--- src/rtl/ccs_pkg.sv ---
// Shared types and constants for the cell to ANSI colour stream encoder.
// Used by the front end, the command queue, the back end and the top level.
`default_nettype none

package ccs_pkg;

  // One character cell as it arrives on the input channel.
  typedef struct packed {
    logic [7:0] cell_char;
    logic [3:0] back_color;
    logic [3:0] fore_color;
  } cell_in_t;

  // One byte of the terminal stream on the output channel.
  typedef struct packed {
    logic [7:0] out_byte;
    logic       run_end;
  } byte_out_t;

  // A classified cell, passed from the front end to the back end.
  typedef struct packed {
    logic [7:0] ch;
    logic       open;
    logic       bg_new;
    logic [3:0] bg;
    logic       fg_new;
    logic [3:0] fg;
    logic       nl;
    logic       nul;
  } cmd_t;

  // Position counters and the size registers.
  localparam int unsigned POS_W = 10;

  // Command queue depth and its pointer width.
  localparam int unsigned QUEUE_DEPTH = 4;
  localparam int unsigned QPTR_W      = $clog2(QUEUE_DEPTH);

  // Configuration register indexes.
  localparam logic REG_COLUMNS = 1'b0;
  localparam logic REG_ROWS    = 1'b1;

  // Register reset values.
  localparam logic [POS_W-1:0] COLUMNS_RESET = 10'd80;
  localparam logic [POS_W-1:0] ROWS_RESET    = 10'd25;

  // Character shown in place of a zero byte.
  localparam logic [7:0] CHAR_HASH = 8'h23;

endpackage : ccs_pkg

`default_nettype wire

--- src/rtl/ccs_front.sv ---
// Front end: configuration registers, position and colour tracking, and cell
// classification into commands. Depends on ccs_pkg.
`default_nettype none

module ccs_front (
  input  wire               clk,
  input  wire               rst_n,
  input  wire               in_valid,
  output logic              in_ready,
  input  ccs_pkg::cell_in_t in_data,
  input  wire               psel,
  input  wire               penable,
  input  wire               pwrite,
  input  wire  [2:0]        paddr,
  input  wire  [31:0]       pwdata,
  output logic [31:0]       prdata,
  output logic              pready,
  output logic              push_valid,
  input  wire               push_ready,
  output ccs_pkg::cmd_t     push_data
);
  import ccs_pkg::*;

  logic [POS_W-1:0] columns_r;
  logic [POS_W-1:0] rows_r;
  logic [3:0]       prev_back_r, prev_back_nxt;
  logic [3:0]       prev_fore_r, prev_fore_nxt;
  logic [POS_W-1:0] col_pos_r, col_pos_nxt;
  logic [POS_W-1:0] row_pos_r, row_pos_nxt;

  logic             accept;
  logic             cfg_write;
  logic             reg_index;
  logic             open;
  logic [3:0]       pb, pf;
  logic             bg_new, fg_new;
  logic [POS_W-1:0] col_inc, row_inc;
  logic             nl, nul;

  // The register port never stalls.
  assign pready    = 1'b1;
  assign cfg_write = psel & penable & pwrite;
  assign reg_index = paddr[2];

  // Register read back.
  always_comb begin
    unique case (reg_index)
      REG_COLUMNS: prdata = {22'd0, columns_r};
      REG_ROWS:    prdata = {22'd0, rows_r};
      default:     prdata = 32'd0;
    endcase
  end

  // Register writes.
  always_ff @(posedge clk) begin
    if (!rst_n) begin
      columns_r <= COLUMNS_RESET;
      rows_r    <= ROWS_RESET;
    end else if (cfg_write) begin
      unique case (reg_index)
        REG_COLUMNS: columns_r <= pwdata[POS_W-1:0];
        REG_ROWS:    rows_r    <= pwdata[POS_W-1:0];
        default:     columns_r <= columns_r;
      endcase
    end
  end

  // Handshake: a word is taken whenever the queue has room.
  assign in_ready   = push_ready;
  assign push_valid = in_valid;
  assign accept     = in_valid & push_ready;

  // Classify the cell against the remembered colours and position.
  always_comb begin
    open    = (col_pos_r == '0) && (row_pos_r == '0);
    pb      = open ? 4'd0 : prev_back_r;
    pf      = open ? 4'd0 : prev_fore_r;
    bg_new  = (in_data.back_color != 4'd0) && (in_data.back_color != pb);
    fg_new  = (in_data.fore_color != 4'd0) && (in_data.fore_color != pf);
    col_inc = col_pos_r + 1'b1;
    row_inc = row_pos_r + 1'b1;
    nl      = (col_inc == columns_r);
    nul     = nl && (row_inc == rows_r);

    prev_back_nxt = bg_new ? in_data.back_color : pb;
    prev_fore_nxt = fg_new ? in_data.fore_color : pf;
    col_pos_nxt   = nl ? '0 : col_inc;
    row_pos_nxt   = nl ? (nul ? '0 : row_inc) : row_pos_r;

    push_data.ch     = (in_data.cell_char == 8'd0) ? CHAR_HASH : in_data.cell_char;
    push_data.open   = open;
    push_data.bg_new = bg_new;
    push_data.bg     = in_data.back_color;
    push_data.fg_new = fg_new;
    push_data.fg     = in_data.fore_color;
    push_data.nl     = nl;
    push_data.nul    = nul;
  end

  // Tracking state advances once per accepted cell.
  always_ff @(posedge clk) begin
    if (!rst_n) begin
      prev_back_r <= '0;
      prev_fore_r <= '0;
      col_pos_r   <= '0;
      row_pos_r   <= '0;
    end else if (accept) begin
      prev_back_r <= prev_back_nxt;
      prev_fore_r <= prev_fore_nxt;
      col_pos_r   <= col_pos_nxt;
      row_pos_r   <= row_pos_nxt;
    end
  end

endmodule : ccs_front

`default_nettype wire

--- src/rtl/ccs_queue.sv ---
// Short command queue between the front end and the back end.
// Depends on ccs_pkg for the command type and the depth.
`default_nettype none

module ccs_queue (
  input  wire           clk,
  input  wire           rst_n,
  input  wire           push_valid,
  output logic          push_ready,
  input  ccs_pkg::cmd_t push_data,
  output logic          pop_valid,
  input  wire           pop,
  output ccs_pkg::cmd_t pop_data
);
  import ccs_pkg::*;

  cmd_t              entry_r [QUEUE_DEPTH];
  logic [QPTR_W-1:0] wr_ptr_r, rd_ptr_r;
  logic [QPTR_W:0]   count_r, count_nxt;
  logic              do_push, do_pop;

  assign push_ready = (count_r != QUEUE_DEPTH[QPTR_W:0]);
  assign pop_valid  = (count_r != '0);
  assign pop_data   = entry_r[rd_ptr_r];
  assign do_push    = push_valid & push_ready;
  assign do_pop     = pop & pop_valid;

  // Occupancy follows pushes and pops.
  always_comb begin
    count_nxt = count_r;
    if (do_push && !do_pop) begin
      count_nxt = count_r + 1'b1;
    end else if (do_pop && !do_push) begin
      count_nxt = count_r - 1'b1;
    end
  end

  // Pointers and count.
  always_ff @(posedge clk) begin
    if (!rst_n) begin
      wr_ptr_r <= '0;
      rd_ptr_r <= '0;
      count_r  <= '0;
    end else begin
      count_r <= count_nxt;
      if (do_push) begin
        wr_ptr_r <= wr_ptr_r + 1'b1;
      end
      if (do_pop) begin
        rd_ptr_r <= rd_ptr_r + 1'b1;
      end
    end
  end

  // Storage needs no reset.
  always_ff @(posedge clk) begin
    if (do_push) begin
      entry_r[wr_ptr_r] <= push_data;
    end
  end

endmodule : ccs_queue

`default_nettype wire

--- src/rtl/ccs_back.sv ---
// Back end: expands one command into its bytes, one per cycle unless the
// output stalls, into a registered output word. Depends on ccs_pkg.
`default_nettype none

module ccs_back (
  input  wire                clk,
  input  wire                rst_n,
  input  wire                cmd_valid,
  output logic               cmd_pop,
  input  ccs_pkg::cmd_t      cmd_data,
  output logic               out_valid,
  input  wire                out_ready,
  output ccs_pkg::byte_out_t out_data
);
  import ccs_pkg::*;

  // Byte positions within the expansion of one cell.
  localparam logic [3:0] SLOT_RST_ESC = 4'd0;
  localparam logic [3:0] SLOT_RST_BRK = 4'd1;
  localparam logic [3:0] SLOT_RST_ZERO = 4'd2;
  localparam logic [3:0] SLOT_RST_M   = 4'd3;
  localparam logic [3:0] SLOT_SGR_ESC = 4'd4;
  localparam logic [3:0] SLOT_SGR_BRK = 4'd5;
  localparam logic [3:0] SLOT_BG_HUND = 4'd6;
  localparam logic [3:0] SLOT_BG_TENS = 4'd7;
  localparam logic [3:0] SLOT_BG_ONES = 4'd8;
  localparam logic [3:0] SLOT_SEMI    = 4'd9;
  localparam logic [3:0] SLOT_FG_TENS = 4'd10;
  localparam logic [3:0] SLOT_FG_ONES = 4'd11;
  localparam logic [3:0] SLOT_SGR_M   = 4'd12;
  localparam logic [3:0] SLOT_CHAR    = 4'd13;
  localparam logic [3:0] SLOT_NL      = 4'd14;
  localparam logic [3:0] SLOT_NUL     = 4'd15;

  localparam logic [7:0] ASCII_ESC  = 8'h1B;
  localparam logic [7:0] ASCII_BRK  = 8'h5B;
  localparam logic [7:0] ASCII_ZERO = 8'h30;
  localparam logic [7:0] ASCII_ONE  = 8'h31;
  localparam logic [7:0] ASCII_THREE = 8'h33;
  localparam logic [7:0] ASCII_FOUR = 8'h34;
  localparam logic [7:0] ASCII_NINE = 8'h39;
  localparam logic [7:0] ASCII_M    = 8'h6D;
  localparam logic [7:0] ASCII_SEMI = 8'h3B;
  localparam logic [7:0] ASCII_NL   = 8'h0A;
  localparam logic [7:0] ASCII_NUL  = 8'h00;

  // Which byte positions a command produces.
  function automatic logic [15:0] slot_mask(input cmd_t c);
    logic [15:0] m;
    logic        sgr;
    sgr = c.bg_new | c.fg_new;
    m = '0;
    m[SLOT_RST_ESC]  = c.open;
    m[SLOT_RST_BRK]  = c.open;
    m[SLOT_RST_ZERO] = c.open;
    m[SLOT_RST_M]    = c.open;
    m[SLOT_SGR_ESC]  = sgr;
    m[SLOT_SGR_BRK]  = sgr;
    m[SLOT_BG_HUND]  = c.bg_new & c.bg[3];
    m[SLOT_BG_TENS]  = c.bg_new;
    m[SLOT_BG_ONES]  = c.bg_new;
    m[SLOT_SEMI]     = c.bg_new & c.fg_new;
    m[SLOT_FG_TENS]  = c.fg_new;
    m[SLOT_FG_ONES]  = c.fg_new;
    m[SLOT_SGR_M]    = sgr;
    m[SLOT_CHAR]     = 1'b1;
    m[SLOT_NL]       = c.nl;
    m[SLOT_NUL]      = c.nul;
    return m;
  endfunction

  cmd_t        cur_r;
  logic [15:0] mask_r;
  logic        out_valid_r;
  byte_out_t   out_data_r;

  logic [15:0] low;
  logic [15:0] rest;
  logic [3:0]  slot;
  logic        can_emit;
  logic        load;
  logic [7:0]  byte_val;

  // Pick the lowest pending position and see what remains after it.
  always_comb begin
    low  = mask_r & (~mask_r + 16'd1);
    rest = mask_r & ~low;
    slot = '0;
    for (int i = 0; i < 16; i++) begin
      if (low[i]) begin
        slot = slot | 4'(i);
      end
    end
    can_emit = (mask_r != '0) && (!out_valid_r || out_ready);
    load     = cmd_valid && ((mask_r == '0) || (can_emit && (rest == '0)));
  end

  assign cmd_pop = load;

  // Byte value for the chosen position.
  always_comb begin
    unique case (slot)
      SLOT_RST_ESC:  byte_val = ASCII_ESC;
      SLOT_RST_BRK:  byte_val = ASCII_BRK;
      SLOT_RST_ZERO: byte_val = ASCII_ZERO;
      SLOT_RST_M:    byte_val = ASCII_M;
      SLOT_SGR_ESC:  byte_val = ASCII_ESC;
      SLOT_SGR_BRK:  byte_val = ASCII_BRK;
      SLOT_BG_HUND:  byte_val = ASCII_ONE;
      SLOT_BG_TENS:  byte_val = cur_r.bg[3] ? ASCII_ZERO : ASCII_FOUR;
      SLOT_BG_ONES:  byte_val = ASCII_ZERO | {5'd0, cur_r.bg[2:0]};
      SLOT_SEMI:     byte_val = ASCII_SEMI;
      SLOT_FG_TENS:  byte_val = cur_r.fg[3] ? ASCII_NINE : ASCII_THREE;
      SLOT_FG_ONES:  byte_val = ASCII_ZERO | {5'd0, cur_r.fg[2:0]};
      SLOT_SGR_M:    byte_val = ASCII_M;
      SLOT_CHAR:     byte_val = cur_r.ch;
      SLOT_NL:       byte_val = ASCII_NL;
      SLOT_NUL:      byte_val = ASCII_NUL;
      default:       byte_val = ASCII_NUL;
    endcase
  end

  // Sequencer: take the next command as the last byte of this one leaves.
  always_ff @(posedge clk) begin
    if (!rst_n) begin
      mask_r <= '0;
    end else if (load) begin
      mask_r <= slot_mask(cmd_data);
    end else if (can_emit) begin
      mask_r <= rest;
    end
  end

  always_ff @(posedge clk) begin
    if (load) begin
      cur_r <= cmd_data;
    end
  end

  // Output register.
  always_ff @(posedge clk) begin
    if (!rst_n) begin
      out_valid_r <= 1'b0;
    end else if (can_emit) begin
      out_valid_r <= 1'b1;
    end else if (out_ready) begin
      out_valid_r <= 1'b0;
    end
  end

  always_ff @(posedge clk) begin
    if (can_emit) begin
      out_data_r.out_byte <= byte_val;
      out_data_r.run_end  <= (rest == '0);
    end
  end

  assign out_valid = out_valid_r;
  assign out_data  = out_data_r;

endmodule : ccs_back

`default_nettype wire

--- src/rtl/cell_to_ansi_color_stream.sv ---
// Cell to ANSI colour stream encoder, top level. Depends on ccs_pkg,
// ccs_front, ccs_queue and ccs_back.
// Throughput: one output byte per cycle while out_ready does not hold the
// output; a cell produces 1 to 16 bytes, and the back end's single byte
// output sets this rate.
// Reset (rst_n low, synchronous) clears position, colours, queue and output.
`default_nettype none

module cell_to_ansi_color_stream (
  input  wire                clk,
  input  wire                rst_n,
  input  wire                in_valid,
  output logic               in_ready,
  input  ccs_pkg::cell_in_t  in_data,
  output logic               out_valid,
  input  wire                out_ready,
  output ccs_pkg::byte_out_t out_data,
  input  wire                psel,
  input  wire                penable,
  input  wire                pwrite,
  input  wire  [2:0]         paddr,
  input  wire  [31:0]        pwdata,
  output logic [31:0]        prdata,
  output logic               pready
);
  import ccs_pkg::*;

  logic push_valid, push_ready;
  cmd_t push_data;
  logic pop_valid, pop;
  cmd_t pop_data;

  // Classification and tracking.
  ccs_front u_front (
    .clk        (clk),
    .rst_n      (rst_n),
    .in_valid   (in_valid),
    .in_ready   (in_ready),
    .in_data    (in_data),
    .psel       (psel),
    .penable    (penable),
    .pwrite     (pwrite),
    .paddr      (paddr),
    .pwdata     (pwdata),
    .prdata     (prdata),
    .pready     (pready),
    .push_valid (push_valid),
    .push_ready (push_ready),
    .push_data  (push_data)
  );

  // Decoupling queue.
  ccs_queue u_queue (
    .clk        (clk),
    .rst_n      (rst_n),
    .push_valid (push_valid),
    .push_ready (push_ready),
    .push_data  (push_data),
    .pop_valid  (pop_valid),
    .pop        (pop),
    .pop_data   (pop_data)
  );

  // Byte expansion.
  ccs_back u_back (
    .clk       (clk),
    .rst_n     (rst_n),
    .cmd_valid (pop_valid),
    .cmd_pop   (pop),
    .cmd_data  (pop_data),
    .out_valid (out_valid),
    .out_ready (out_ready),
    .out_data  (out_data)
  );

endmodule : cell_to_ansi_color_stream

`default_nettype wire
--- config.mk ---
export PLATFORM = sky130hd
export DESIGN_NAME = cell_to_ansi_color_stream
export DESIGN_NICKNAME = d
export VERILOG_FILES = /design/src/rtl/ccs_pkg.sv /design/src/rtl/ccs_front.sv /design/src/rtl/ccs_queue.sv /design/src/rtl/ccs_back.sv /design/src/rtl/cell_to_ansi_color_stream.sv
export SDC_FILE = /design/constraint.sdc
export NUM_CORES = 1
export LEC_CHECK = 0
export BUFFER_PORTS_ARGS = -buffer_cell sky130_fd_sc_hd__buf_2
export CORE_ASPECT_RATIO = 0.9
export CORE_MARGIN = 2
export CORE_UTILIZATION = 55
export DETAILED_ROUTE_END_ITERATION = 8
export GPL_ROUTABILITY_DRIVEN = 0
export PLACE_DENSITY = 0.79
export SYNTH_ARGS = -nofsm -noshare
export SYNTH_HDL_FRONTEND = slang
export SYNTH_SLANG_ARGS = --single-unit
--- constraint.sdc ---
create_clock -name clk -period 4.9 [get_ports clk]
set_clock_uncertainty 0.2 [all_clocks]
set_input_delay 0.98 -clock clk [delete_from_list [all_inputs] [get_ports clk]]
set_output_delay 0.98 -clock clk [all_outputs]
set_load 0.05 [all_outputs]
==> run_summary.xml <==
<?xml version="1.0" encoding="UTF-8"?>
<metrics>
  <group name="outcome">
    <metric name="run_status" unit="">finished clean</metric>
  </group>
  <group name="timing">
    <metric name="fmaxAchievable" unit="MHz">267</metric>
    <metric name="grt_setup_unrepaired" unit="">false</metric>
    <metric name="hold_slack" unit="ns">0.292</metric>
    <metric name="period_share" unit="%">76.3</metric>
    <metric name="total_negative_setup_slack" unit="ns">0</metric>
    <metric name="setup_viol" unit="">0</metric>
    <metric name="report.final.slew_viol_count" unit="">0</metric>
    <metric name="tightest_slew" unit="ns">1.04</metric>
    <metric name="timing_hold_violations_final" unit="">0</metric>
    <metric name="slew_headroom" unit="%">30.4</metric>
    <metric name="post_layout_minimum_cycle_time" unit="ns">3.74</metric>
  </group>
  <group name="clocking">
    <metric name="post-cts-setup-buffers" unit="">0</metric>
    <metric name="clockBufferDepth" unit="">2</metric>
    <metric name="clock_tree_from_tritoncts" unit="">built</metric>
    <metric name="cts_hold_repair.buffers" unit="">0</metric>
    <metric name="clkSlewWorstSetupHoldPaths" unit="ns">0.07</metric>
    <metric name="ctsResizeCount" unit="">0</metric>
    <metric name="clock_tree.htree_level_count" unit="">4</metric>
    <metric name="clk_latency" unit="ns">0.43</metric>
    <metric name="cts_made_buffers" unit="">17</metric>
    <metric name="cts_num_sinks" unit="">183</metric>
    <metric name="clk_root_buffer_cell" unit="">sky130_fd_sc_hd__clkbuf_16</metric>
  </group>
  <group name="finish">
    <metric name="antenna-diode-count" unit="">0</metric>
    <metric name="area_taken_by_multi_input_logic_gates" unit="mm^2">0.00401</metric>
    <metric name="post_route_cells_drive_above_1_share" unit="%">16.1</metric>
    <metric name="fill_cells" unit="">1295</metric>
    <metric name="sequential_cell_area" unit="mm^2">0.00475</metric>
    <metric name="area_delta_synth_final" unit="%">8.80</metric>
    <metric name="nets" unit="">944</metric>
  </group>
  <group name="detailed_routing">
    <metric name="drt-total-wl" unit="um">19400</metric>
    <metric name="drc" unit="">0</metric>
    <metric name="drt_iter0_markers" unit="">640</metric>
    <metric name="drt-wirelength-per-cell" unit="um">17.7</metric>
    <metric name="drtPass1Iterations" unit="">5</metric>
    <metric name="route.detailed.vias_per_inst" unit="">5.92</metric>
    <metric name="ant_nets" unit="">0</metric>
    <metric name="detailroute.via_count" unit="">6491</metric>
  </group>
  <group name="flow_run">
    <metric name="timing.max_cap.violations" unit="">0</metric>
  </group>
  <group name="synthesis">
    <metric name="post_synth_instance_area" unit="mm^2">0.00921</metric>
    <metric name="synth_enable_flop_cells" unit="">109</metric>
    <metric name="postSynthCellCount" unit="">850</metric>
    <metric name="total_number_of_yosys_warnings" unit="">0</metric>
    <metric name="synthArstFlopShare" unit="%">0</metric>
    <metric name="synth_area_per_cell" unit="um^2">10.8</metric>
    <metric name="ys_seq_area_share" unit="%">51.6</metric>
    <metric name="ys_seq_elements" unit="">183</metric>
    <metric name="number_of_unique_standard_cell_types_used_by_synthesis" unit="">83</metric>
    <metric name="postSynth.topFlopCell" unit="">sky130_fd_sc_hd__edfxtp_1</metric>
  </group>
  <group name="die">
    <metric name="floorplan.die.width" unit="um">140</metric>
    <metric name="placeable_core_area" unit="mm^2">0.0162</metric>
    <metric name="floorplan.io_pins" unit="">102</metric>
    <metric name="core.rowCount" unit="">44</metric>
    <metric name="floorplan.die.height" unit="um">127</metric>
    <metric name="initial_utilization" unit="%">56.7</metric>
    <metric name="die-area" unit="mm^2">0.0178</metric>
  </group>
  <group name="pwr">
    <metric name="seqPwrFrac" unit="%">42.8</metric>
    <metric name="p_per_area" unit="mW/mm^2">508</metric>
    <metric name="power.ir.vdd_worst" unit="V">0.000262</metric>
    <metric name="power.switching_fraction" unit="%">34.7</metric>
    <metric name="totalPowerFinal" unit="uW">5090</metric>
    <metric name="cellLeakagePower" unit="uW">0.00355</metric>
    <metric name="combinationalPowerShare" unit="%">30.7</metric>
    <metric name="internal-power" unit="uW">3320</metric>
    <metric name="p_sw" unit="uW">1770</metric>
    <metric name="clockPowerShare" unit="%">26.5</metric>
  </group>
  <group name="grt">
    <metric name="antenna_found_initial" unit="">0</metric>
    <metric name="global_route_wire_length_before_repair" unit="um">31600</metric>
    <metric name="grt_max_degree" unit="">77</metric>
    <metric name="grt_pass1_vias" unit="">6059</metric>
    <metric name="grt.overflow.total" unit="">0</metric>
    <metric name="grtUsageTotal" unit="%">22.4</metric>
  </group>
  <group name="setup_path">
    <metric name="worst-endpoint-required" unit="ns">5.05</metric>
    <metric name="timing.critical_path.buf_inv" unit="">3</metric>
    <metric name="critical-path-max-stage-delay" unit="ns">0.63</metric>
    <metric name="worst_path_cell_trace" unit="">or4_4, nor3_1, a21oi_1, a211o_1, o21ai_2, buf_4, inv_2, ha_1, inv_1, fa_1, xor2_1, or3_1, a21boi_0</metric>
    <metric name="cpMaxStageDelayCell" unit="">sky130_fd_sc_hd__or4_4</metric>
    <metric name="worst-endpoint-arrival" unit="ns">3.89</metric>
    <metric name="rrSetupSlack" unit="ns">1.16</metric>
    <metric name="setup.worst_path.start_class" unit="">flip-flop</metric>
    <metric name="timing.critical_path.to_type" unit="">flip-flop</metric>
    <metric name="critical_path_class" unit="">reg2reg</metric>
    <metric name="critPathMaxFanout" unit="">26</metric>
    <metric name="critical-path-top-delay-family" unit="">simple AND/OR/NAND/NOR gates</metric>
  </group>
  <group name="place">
    <metric name="dp.final_hpwl" unit="um">12700</metric>
    <metric name="io_buffer_count" unit="">54</metric>
  </group>
  <group name="hold_path">
    <metric name="worst_hold_path_type" unit="">reg2reg</metric>
  </group>
</metrics>
-- cell families (layout without fill, tap and decap cells) --
family / Yosys count / after routing / share of synthesized area [%]
and+or+nand+nor: 320 / 320 / 18.2
DFF: 183 / 183 / 51.6
AOI/OAI and AO/OA: 164 / 164 / 12.5
buffers and inverters: 99 / 117 / 5.71
muxes: 35 / 35 / 6.83
xor gates and xnor gates: 34 / 34 / 3.23
adders and majority gates: 13 / 13 / 1.77
other: 2 / 23 / 0.0816
-- tightest hold or removal path: cells and delay by family (launching register included) --
family           cells  cell delay, ns
flip-flops           1            0.33
AND/OR/NAND/NOR      1            0.05
AO/OA/AOI/OAI        1            0.06
-- state kept, by name, indices dropped and copies added (netlist names), named ones only --
name and cells:
u_front.columns_r 10, u_back.out_valid 1, u_queue.count_r 3, u_front.col_pos_r 10, u_front.prev_back_r 4, u_front.row_pos_r 10, u_back.out_data 9, u_queue.wr_ptr_r 2
u_back.mask_r 16, u_front.prev_fore_r 4, u_queue.rd_ptr_r 2, u_back.cur_r 16, u_queue.entry_r 84, u_front.rows_r 10
-- path summary, 6_finish.rpt --
kind	startpoint	to	cells past startpoint
max	u_back.mask_r[0]	u_queue.count_r[2]	13
min	u_front.columns_r[2]	u_front.columns_r[2]	2
max reg2reg	u_back.mask_r[0]	u_queue.count_r[2]	13
min reg2reg	u_front.columns_r[2]	u_front.columns_r[2]	2
-- per-layer routing --
layer | global-route usage, % | wire length, um | vias up
met3 | 3.78 | 1190 | 30
met4 | 7.07 | 310 | 0
met1 | 32.2 | 8950 | 3119
met2 | 35.0 | 8910 | 229
li1 | - | - | 3113
met5 | 0 | 0 | -
-- stage by stage --
| step | cell area [um^2] | worst slack [ns] | std cells | utilization (%) |
|---|---|---|---|---|
| 2_1_floorplan | 9290 | 1.27 | 871 | - |
| 3_3_place_gp | 9440 | 1.20 | 1064 | 58.2 |
| 3_5_place_dp | 9440 | 1.18 | 1064 | 58.2 |
| 4_1_cts | 10000 | 1.19 | 1096 | 61.7 |
| 5_1_grt | 10000 | 0.891 | 1096 | 61.7 |
| 6_report | 10000 | 1.16 | 1096 | 61.7 |
-- cells in the mapped netlist (11+ instances only) --
library cell	count	area share, %
sky130_fd_sc_hd__dfxtp_1	74	16
sky130_fd_sc_hd__buf_4	27	2.2
sky130_fd_sc_hd__nor4_1	13	0.88
sky130_fd_sc_hd__clkbuf_1	29	1.2
sky130_fd_sc_hd__mux4_2	21	5.1
sky130_fd_sc_hd__nor3_1	17	0.92
sky130_fd_sc_hd__nand3_1	30	1.6
sky130_fd_sc_hd__a21boi_0	30	2.4
sky130_fd_sc_hd__nand2_1	117	4.8
sky130_fd_sc_hd__a21oi_1	20	1.1
sky130_fd_sc_hd__xor2_1	11	1.0
sky130_fd_sc_hd__xnor2_1	23	2.2
sky130_fd_sc_hd__and2_1	14	0.95
sky130_fd_sc_hd__inv_1	22	0.90
sky130_fd_sc_hd__edfxtp_1	109	36
sky130_fd_sc_hd__o21ai_0	30	1.6
sky130_fd_sc_hd__nand2b_1	17	1.2
sky130_fd_sc_hd__nor2_1	48	2.0
-- power groups by stage --
stage	Combinational [uW]	Clock (uW)	Sequential, uW
6_report	1560	1350	2180
5_1_grt	1730	1420	2210
4_1_cts	1560	1360	2180
3_5_place_dp	1550	0	2210
3_3_place_gp	1520	0	2200
2_1_floorplan	1190	0	2230
-- placed cells by master (no fill, tap or decap), types with 17 or more instances in the layout --
master / netlist / final
sky130_fd_sc_hd__nand2_1: 117 / 117
sky130_fd_sc_hd__xnor2_1: 23 / 23
sky130_fd_sc_hd__nor2_1: 48 / 48
sky130_fd_sc_hd__a21boi_0: 30 / 30
sky130_fd_sc_hd__inv_1: 22 / 22
sky130_fd_sc_hd__dfxtp_1: 74 / 74
sky130_fd_sc_hd__mux4_2: 21 / 21
sky130_fd_sc_hd__conb_1: 2 / 23
sky130_fd_sc_hd__nand3_1: 30 / 30
sky130_fd_sc_hd__nor3_1: 17 / 17
sky130_fd_sc_hd__edfxtp_1: 109 / 109
sky130_fd_sc_hd__buf_2: 9 / 54
sky130_fd_sc_hd__nand2b_1: 17 / 17
sky130_fd_sc_hd__a21oi_1: 20 / 20
sky130_fd_sc_hd__o21ai_0: 30 / 30
sky130_fd_sc_hd__clkbuf_16: 0 / 17
-- area by class of cell --
cell class / instances / area share (%)
Sequential cell: 183 / 47.5
Inverter: 23 / 0.862
Timing Repair Buffer: 62 / 3.30
Multi-Input combinational cell: 589 / 40.1
Clock buffer: 20 / 4.46
Tap cell: 207 / 2.58
Clock inverter: 12 / 1.29
Power figures use the tool's default switching activity.
